**config.mk**
```make
export PLATFORM = sky130hd
export DESIGN_NAME = icf_cell
export DESIGN_NICKNAME = d
export VERILOG_FILES = /design/src/rtl/core/icf_pkg.sv /design/src/rtl/core/icf_cell.sv
export SDC_FILE = /design/constraint.sdc
export NUM_CORES = 1
export LEC_CHECK = 0
export ABC_AREA = 1
export ABC_CLOCK_PERIOD_IN_PS = 1670
export BUFFER_PORTS_ARGS = -buffer_cell sky130_fd_sc_hd__buf_4
export CAP_MARGIN = 20
export CORE_MARGIN = 3
export CORE_UTILIZATION = 37
export DETAILED_ROUTE_END_ITERATION = 10
export PLACE_DENSITY_LB_ADDON = 0.15
export SETUP_SLACK_MARGIN = 0.2
export SLEW_MARGIN = 20
export SYNTH_ARGS = -nofsm -noshare
export SYNTH_HDL_FRONTEND = slang
export SYNTH_SLANG_ARGS = --single-unit
```
**constraint.sdc**
```tcl
create_clock -name clk_i -period 1.67 [get_ports clk_i]
set_clock_uncertainty 0.15 [all_clocks]
set_input_delay 0.334 -clock clk_i [delete_from_list [all_inputs] [get_ports clk_i]]
set_output_delay 0.334 -clock clk_i [all_outputs]
set_load 0.01 [all_outputs]
```
**src/rtl/core/icf_pkg.sv**
```systemverilog
// Package for the integer constant folder: constants, types and helpers.
package icf_pkg;

  localparam int unsigned StackDepth = 16;
  localparam int unsigned OpW        = 8;
  localparam int unsigned DataW      = 64;
  localparam int unsigned NumRegs    = 6;
  localparam int unsigned RegIdxW    = 3;

  localparam logic [RegIdxW-1:0] RegLit = 3'd0;
  localparam logic [RegIdxW-1:0] RegAdd = 3'd1;
  localparam logic [RegIdxW-1:0] RegSub = 3'd2;
  localparam logic [RegIdxW-1:0] RegMul = 3'd3;
  localparam logic [RegIdxW-1:0] RegDiv = 3'd4;
  localparam logic [RegIdxW-1:0] RegMod = 3'd5;

  typedef enum logic [2:0] {
    KindLit   = 3'd0,
    KindAdd   = 3'd1,
    KindSub   = 3'd2,
    KindMul   = 3'd3,
    KindDiv   = 3'd4,
    KindMod   = 3'd5,
    KindOther = 3'd6
  } kind_e;

  // Commands from the controller to the row of stack cells.
  typedef struct packed {
    logic             push;   // write top+1 with value
    logic             pop_bottom; // shift all entries down one place
    logic             fold;   // write top-1 with value (after pop of top)
  } cell_cmd_t;

endpackage : icf_pkg

```
**src/rtl/core/icf_cell.sv**
```systemverilog
// One literal stack cell: holds one entry, can load or take its upper neighbour.
module icf_cell #(
  parameter int unsigned DataW = icf_pkg::DataW
) (
  input  logic             clk_i,
  input  logic             load_i,
  input  logic [DataW-1:0] load_data_i,
  input  logic             shift_i,
  input  logic [DataW-1:0] upper_i,
  output logic [DataW-1:0] data_o
);

  logic [DataW-1:0] data_q;

  always_ff @(posedge clk_i) begin
    if (load_i) begin
      data_q <= load_data_i;
    end else if (shift_i) begin
      data_q <= upper_i;
    end
  end

  assign data_o = data_q;

endmodule : icf_cell

```
==> summary.md <==
| Metric | Value |
|---|---|
| Core ar. | `0.00702 mm^2` |
| Final Net Count | `just under 600` |
| Routed len/inst | `~14 um` |
| Routed Wire Length | `7.72 mm` |
| Number of flip-flops in the largest register | `64` |
| Max cap viols | `0` |
| Synth top area cells | `edfxtp_1 70%, nand2_1 26%, buf_6 2.5%` |
| TritonCTS Buffers | `9` |
| Routed vias | `between 2,000 and 2,500` |
| Largest family of logic cells by synthesized area | `simple AND/OR/NAND/NOR gates` |
| # rows | `30` |
| Grt total ovfl | `0` |
| Total track usage | `17.2%` |
| Register area share after synthesis | `roughly 70%` |
| Detailed placement HPWL | `between 5 and 6 mm` |
| Residual DRC | `0` |
| Drt first-iter violations | `55` |
| H-tree levels | `3` |
| Yosys warning count | `0` |
| Setup Buffers After CTS | `0` |
| IO Count | `between 150 and 200` |
| Adder-cell share of the synthesized area | `0%` |
| Most frequent cells in the layout | `196 x buf_4, 192 x nand2_1, 64 x edfxtp_1` |
| Sw power | `~0.00092 W` |
| DRT Pass-1 Iters | `4` |
| WP data required | `about 1.5 ns` |
| Switching power share of the total | `between 20% and 30%` |
| Cts hold-fix bufs | `0` |
| Mapped Area | `around 0.0028 mm^2` |
| Die Wd | `about 92 um` |
| Global-route wire length before repair | `between 10 and 15 mm` |
| Largest fanout on the critical path | `64` |
| Slew HR | `41.6%` |
| WS Path Type | `input port to flop` |
| Clk buf depth | `2` |
| Antenna violations before repair | `0` |
| Cell Pwr Density | `a little under 900 mW/mm^2` |
| Initial core utilization | `around two fifths` |
| # port buffers | `a little under 200` |
| Synth cell types | `6` |
| Area growth, synth to finish | `59.3%` |
| Leakage Power | `between 2 and 2.5 nW` |
| Max VDD drop | `about 500 uV` |
| Share of layout cells above drive strength 1 | `44.5%` |
| Status | `complete, no violations` |
| Antenna viol nets, final | `0` |
| CTS tree | `yes` |
| Syn_area_per_cell | `10.2 um^2` |
| Number of synthesized register bits | `64` |
| Tot Pwr | `0.00384 W` |
| Antenna Cells | `0` |
| Final setup viols | `0` |
| Largest net degree at the start of global routing | `between 60 and 70` |
| Clk slew on worst S/H paths | `about 0.07 ns` |
| CP delay by family, top | `simple AND/OR/NAND/NOR gates` |
| RSZ-0062 raised after global routing | `false` |
| Critical path's slowest cell | `or2_4` |
| Post-CTS Resized | `0` |
| Vias per cell | `4.43` |
| Post-Synth Simple-Gate Area | `around a quarter` |
| Synth Area in Compound Gates | `0%` |
| Die area | `0.00852 mm^2` |
| Synth Net Count | `402` |
| Final Max Tran Viols | `0` |
| Delay of the slowest critical-path stage | `0.69 ns` |
| Final Hold Fails | `0` |
| P_int | `a little under 0.003 W` |
| Leading area contributor after synthesis | `edfxtp_1` |
| Vias in the first global route | `about 2,400` |
| Critical Path AT | `between 1 and 1.5 ns` |
| FMAX | `approximately 720 MHz` |
| Core Util, Final | `between 60% and 70%` |
| Final hold slack | `roughly 0.12 ns` |
| XOR/XNOR share of the synthesized area | `0%` |
| Worst Hold Class | `input port to flop` |
| Top cell type's share of synthesized area | `69.8%` |
| Syn Inst Count | `271` |
| Tmin final | `1.39 ns` |
| Final cell count without fillers | `roughly 560` |
| Critical path endpoint category | `flop` |
| Clk network pwr share | `a little over a quarter` |
| Slew @ Worst Pin | `around 0.88 ns` |
| Most common cell after layout, fill and taps aside | `buf_4` |
| Crit start category | `input port` |
| Root Buffer | `clkbuf_8` |
| Die Height | `about 92 um` |
| Placed cell count | `550` |
| Reg power frac | `between 50 and 60%` |
| Period Utilization, post-route | `83.1%` |
| CTS Sinks | `between 60 and 70` |
| GPL Wtd Cong | `between 0.7 and 0.8` |
| Multiplexer share of the synthesized area | `0%` |
| Logic pwr share | `a little over a fifth` |
| CP Buf/Inv Count | `1` |
| Crit path cell chain | `buf_4 > or2_4` |
## cells in the mapped netlist
cell type and number:
or2_2 1, nand2_1 192, edfxtp_1 64, inv_2 1, buf_2 7, buf_6 6
## cell type report
class | instances | area [um^2]
fill | 594 | 2630
sequential | 64 | 1920
timing repair buffer | 196 | 1470
multi-input combinational | 193 | 729
clock buffer | 10 | 128
tap | 96 | 120
clock inverter | 3 | 12.5
inverter | 1 | 6.26
## worst paths after layout
check,from,end,cells past startpoint
worst max-delay path,load_i,data_o[57],2
worst min-delay path,upper_i[12],data_o[12],3
## cell families after synthesis
family / Yosys count
buffers and inverters: 14
flip-flops: 64
AND/OR/NAND/NOR: 193
## power by group through the flow
stage | logic [W] | clock network [W] | registers, W
6_report | 0.000802 | 0.00101 | 0.00203
5_1_grt | 0.000873 | 0.00111 | 0.00204
4_1_cts | 0.000816 | 0.00105 | 0.00203
3_5_place_dp | 0.000814 | 0 | 0.00206
3_3_place_gp | 0.000803 | 0 | 0.00205
2_1_floorplan | 0.000181 | 0 | 0.00215
## metrics by stage
step / setup WS, ns / setup TNS, ns / instance area, um^2
6_report: 0.283 / 0 / 4390
5_1_grt: 0.236 / 0 / 4390
4_1_cts: 0.219 / 0 / 4390
3_5_place_dp: -0.126 / -6.93 / 4250
3_3_place_gp: -0.0726 / -3.58 / 4250
2_1_floorplan: 0.166 / 0 / 2770
## layer usage
metal	global-route usage [%]	routed length [um]
met4	8.17	126
met2	29.9	3950
met5	0	0
met3	6.17	935
met1	18.8	2710
Note: power is estimated with default switching activity, not from simulation.
