[src/rtl/core/icf_pkg.sv]
// Package for the integer constant folder: constants, types and helpers.
package icf_pkg;

  localparam int unsigned StackDepth = 16;
  localparam int unsigned OpW        = 8;
  localparam int unsigned DataW      = 64;
  localparam int unsigned NumRegs    = 6;
  localparam int unsigned RegIdxW    = 3;

  localparam logic [RegIdxW-1:0] RegLit = 3'd0;
  localparam logic [RegIdxW-1:0] RegAdd = 3'd1;
  localparam logic [RegIdxW-1:0] RegSub = 3'd2;
  localparam logic [RegIdxW-1:0] RegMul = 3'd3;
  localparam logic [RegIdxW-1:0] RegDiv = 3'd4;
  localparam logic [RegIdxW-1:0] RegMod = 3'd5;

  typedef enum logic [2:0] {
    KindLit   = 3'd0,
    KindAdd   = 3'd1,
    KindSub   = 3'd2,
    KindMul   = 3'd3,
    KindDiv   = 3'd4,
    KindMod   = 3'd5,
    KindOther = 3'd6
  } kind_e;

  // Commands from the controller to the row of stack cells.
  typedef struct packed {
    logic             push;   // write top+1 with value
    logic             pop_bottom; // shift all entries down one place
    logic             fold;   // write top-1 with value (after pop of top)
  } cell_cmd_t;

endpackage : icf_pkg

[src/rtl/core/icf_divider.sv]
// Iterative signed 64-bit divider, one quotient bit per cycle.
module icf_divider #(
  parameter int unsigned DataW = icf_pkg::DataW
) (
  input  logic             clk_i,
  input  logic             rst_ni,
  input  logic             start_i,
  input  logic [DataW-1:0] dividend_i,
  input  logic [DataW-1:0] divisor_i,
  output logic             done_o,
  output logic [DataW-1:0] quot_o,
  output logic [DataW-1:0] rem_o
);

  localparam int unsigned CntW = $clog2(DataW + 1);

  logic             busy_q;
  logic [CntW-1:0]  cnt_q;
  logic [DataW-1:0] quo_q, rem_q, den_q;
  logic             qneg_q, rneg_q;
  logic [DataW:0]   trial;
  logic [DataW-1:0] ta, sa;

  assign ta = dividend_i[DataW-1] ? (~dividend_i + 1'b1) : dividend_i;
  assign sa = divisor_i[DataW-1]  ? (~divisor_i + 1'b1)  : divisor_i;
  assign trial = {rem_q, quo_q[DataW-1]} - {1'b0, den_q};

  always_ff @(posedge clk_i or negedge rst_ni) begin
    if (!rst_ni) begin
      busy_q <= 1'b0;
      cnt_q  <= '0;
    end else if (start_i) begin
      busy_q <= 1'b1;
      cnt_q  <= CntW'(DataW);
    end else if (busy_q) begin
      cnt_q <= cnt_q - 1'b1;
      if (cnt_q == CntW'(1)) busy_q <= 1'b0;
    end
  end

  always_ff @(posedge clk_i) begin
    if (start_i) begin
      quo_q  <= ta;
      rem_q  <= '0;
      den_q  <= sa;
      qneg_q <= dividend_i[DataW-1] ^ divisor_i[DataW-1];
      rneg_q <= dividend_i[DataW-1];
    end else if (busy_q) begin
      if (!trial[DataW]) begin
        rem_q <= trial[DataW-1:0];
        quo_q <= {quo_q[DataW-2:0], 1'b1};
      end else begin
        rem_q <= {rem_q[DataW-2:0], quo_q[DataW-1]};
        quo_q <= {quo_q[DataW-2:0], 1'b0};
      end
    end
  end

  assign done_o = busy_q && (cnt_q == CntW'(1));
  // final-step results are formed from the registered values in the cycle after done_o
  assign quot_o = qneg_q ? (~quo_q + 1'b1) : quo_q;
  assign rem_o  = rneg_q ? (~rem_q + 1'b1) : rem_q;

endmodule : icf_divider

[config.mk]
export PLATFORM = sky130hd
export DESIGN_NAME = icf_divider
export DESIGN_NICKNAME = d
export VERILOG_FILES = /design/src/rtl/core/icf_pkg.sv /design/src/rtl/core/icf_divider.sv
export SDC_FILE = /design/constraint.sdc
export NUM_CORES = 1
export LEC_CHECK = 0
export BUFFER_PORTS_ARGS = -buffer_cell sky130_fd_sc_hd__buf_2
export CAP_MARGIN = 15
export CORE_UTILIZATION = 50
export CTS_BUF_LIST = sky130_fd_sc_hd__clkbuf_8
export DETAILED_ROUTE_END_ITERATION = 16
export GPL_TIMING_DRIVEN = 0
export PLACE_DENSITY_LB_ADDON = 0.05
export SYNTH_ARGS = -nofsm -noshare
export SYNTH_HDL_FRONTEND = slang
export SYNTH_SLANG_ARGS = --single-unit
[constraint.sdc]
create_clock -name clk_i -period 6.26 [get_ports clk_i]
set_clock_uncertainty 0.15 [all_clocks]
set_input_delay 0.626 -clock clk_i [delete_from_list [all_inputs] [get_ports clk_i]]
set_output_delay 0.626 -clock clk_i [all_outputs]
set_load 0.1 [all_outputs]
==> out/metrics.yaml <==
status:
  status: "completed"
die:
  fp.dieW_um: 186
  fp.dieH_um: 186
  initial_core_util_pct: 50.8
  pin_count: 260
  coreArea_um2: 33400
  dieArea_um2: 34700
  rows: 67
route:
  vias_per_cell: 5.95
  drt_first_iter_violations: 1377
  vias: 17000
  wl_mm: 56.2
  met1Wirelength_mm: 23.8
  wl_met3_mm: 3.96
  met2_length_mm: 26.4
  drc_errors: 0
  drtAntennaViolNets: 0
  highest_layer: "met4"
  drtPass1Iterations: 6
  post_drt_wl_per_cell_um: 19.7
sta:
  setup_slack_ps: 207
  drv_slew: 0
  rsz0062_at_grt: "no"
  timing.hold.ws_ps: 131
  slew_headroom_pct: 21.4
  finalHoldViolCount: 0
  worstMarginPinSlew_ps: 1180
  finalSetupViolCount: 0
  period_share_pct: 96.7
  post-route-min-period_ps: 6050
  fin_tns_setup_ps: 0
  fmax_mhz: 165
power:
  irDropWorstVdd_mv: 0.504
  switching_share_pct: 60.2
  power_density_nw_per_um2: 428
  p_comb_share_pct: 62.9
  p_int_mw: 3.35
  p_seq_share_pct: 21.1
  pwr-share-clk_pct: 16.0
  power_leakage_nw: 7.88
  power_switching_mw: 5.06
clocking:
  post_cts_resized: 0
  root_buffer: "clkbuf_8"
  postCtsHoldBufs: 1
  cts.clk_slew.worst_paths_ps: 60
  cts.sinks: 202
  clk_path_buf_depth: 3
  cts_tree: "done"
  clk_latency_ps: 580
  htreeDepth: 2
  cts_setup_buffers: 0
  cts_buffers: 39
synthesis:
  ys.flop_type: "edfxtp_1"
  synth_cell_type_count: 71
  netlist_instances: 2071
  synth_top_area_share_pct: 23.0
  synth_edf_count: 130
  ys_seq_area_share_pct: 31.7
  synth.most_common_cell: "nand2_1"
  synth_area_um2: 17000
  synth_largest_area_cell: "edfxtp_1"
  synth_nets: 2273
  ys_ff_latch: 202
  synthArstFlopShare_pct: 3.96
  synthTopCellsByCount: "260 x nand2_1, 223 x xnor2_1, 172 x nor2_1"
  ys_top_cells_by_area: "edfxtp_1 23%, xnor2_1 11%, dfxtp_1 7.5%, nand2_1 5.7%, ha_1 5.2%"
  yosysWarnings: 0
  postSynthAreaPerCell_um2: 8.21
placed_design:
  gp_congestion: 0.941
  dp_hpwl_mm: 43.7
  place_ws_ps: 861
  portBuffers: 258
  placed_area_um2: 18900
finish:
  nNetsFinal: 2574
  final_area_um2: 19700
  syn_to_final_growth_pct: 15.7
  drive_above_1_share_pct: 14.3
  final_util_pct: 58.8
grt:
  grt_pass1_vias: 16000
  grt-ovfl-total: 0
  grt_max_degree: 68
  grt_pass1_wl_mm: 86.3
  grt_antenna_before_repair: 0
  track_usage_pct: 31.4
setup_path:
  slowest_stage: "nor4_1"
  slowest_delay_ps: 850
  cp_data_arrival_time_ps: 5280
  cp_top_family: "simple AND/OR/NAND/NOR gates"
  path_class: "register to primary output"
  cp_common_cell: "nor3_1"
  crit_fanout: 6
  critPathLaunchType: "register"
  crit_required_ps: 5480
  crit_chain: "nor3_1, nand4_1, or2_2, nor4_1, nand3b_1, or4_1, nor3_1, nand2_1, o41ai_1, xnor2_1, buf_2"
  end_kind: "primary output"
  worst-path-buf-inv: 1
worst_hold_path:
  min_path_type: "primary input to register"
run:
  cap_violations: 0
-- layout make-up --
type                       count  area [µm²]
multi-input combinational   1660       10800
timing repair buffer         260        1320
clock buffer                  48         661
sequential                   202        5390
tap                          448         561
fill                        3169       13800
antenna                        2        5.00
buffer                       109         425
inverter                     100         375
clock inverter                23         121
-- cells in the final DEF, fill, tap and decap left out, types with 18 or more instances in the layout --
cell / instances
nand2_1: 260
buf_2: 258
xnor2_1: 223
nor2_1: 172
a21oi_1: 145
edfxtp_1: 130
o21ai_0: 120
inv_1: 118
clkbuf_1: 100
xor2_1: 82
o31ai_1: 81
ha_1: 70
dfxtp_1: 64
a311oi_1: 53
or3_1: 51
clkbuf_8: 48
nor3_1: 38
o41ai_1: 37
or4_1: 32
nor4_1: 28
nand4_1: 24
nand3_1: 24
nand2b_1: 21
a21o_1: 19
o21bai_1: 18
-- power by group through the flow --
stage	clock network, mW	logic [mW]	registers (mW)
after global placement	0	5.25	1.79
final	1.35	5.29	1.77
after global routing	1.42	5.49	1.79
after CTS	1.37	5.27	1.77
after floorplan	0	4.33	1.74
after detailed placement	0	5.26	1.79
-- worst reg2reg max path: cells and delay by family (launching register included) --
kind            cells  cell delay [ps]
flops               1              410
simple gates        4              770
buf+inv             3             1210
fa+ha+maj           2              600
compound gates      6             1870
-- sequential cells by signal (all words and copies together) (netlist names) --
| register | flops |
|---|---|
| rneg_q | 1 |
| quo_q | 64 |
| busy_q | 1 |
| qneg_q | 1 |
| den_q | 64 |
| cnt_q | 7 |
| rem_q | 64 |
-- logic make-up after synthesis --
kind of cell / after synthesis / synth area share [%]
fa+ha+maj: 71 / 5.27
xor+xnor: 305 / 15.7
compound gates: 553 / 21.6
mux: 11 / 0.677
flops: 202 / 31.7
buf+inv: 209 / 4.71
simple gates: 720 / 20.3
-- layer usage --
layer	vias to the layer above	GRT usage, %
met2	681	52.7
li1	8153	-
met3	115	3.52
met1	8029	40.9
met5	-	0
met4	0	13.2
-- path summary, 6_finish.rpt --
| kind | endpoint | startpoint | slack (ps) | cells after the start |
|---|---|---|---|---|
| worst min-delay path | den_q[0] | divisor_i[0] | 130 | 1 |
| worst max register to register | rem_q[24] | quo_q[63] | 1130 | 15 |
| worst max-delay path | quot_o[61] | quo_q[2] | 210 | 11 |
| min in group asynchronous | cnt_q[5] | rst_ni | 330 | 2 |
| worst min register to register | cnt_q[6] | cnt_q[6] | 370 | 2 |
| max in group asynchronous | cnt_q[6] | rst_ni | 5450 | 2 |
-- through the flow --
step	std cells	power, mW
6_report	2852	8.41
5_1_grt	2850	8.70
4_1_cts	2850	8.41
3_5_place_dp	2778	7.05
3_3_place_gp	2777	7.04
2_1_floorplan	2071	6.07
No activity file was read; power rests on OpenSTA's default activity.
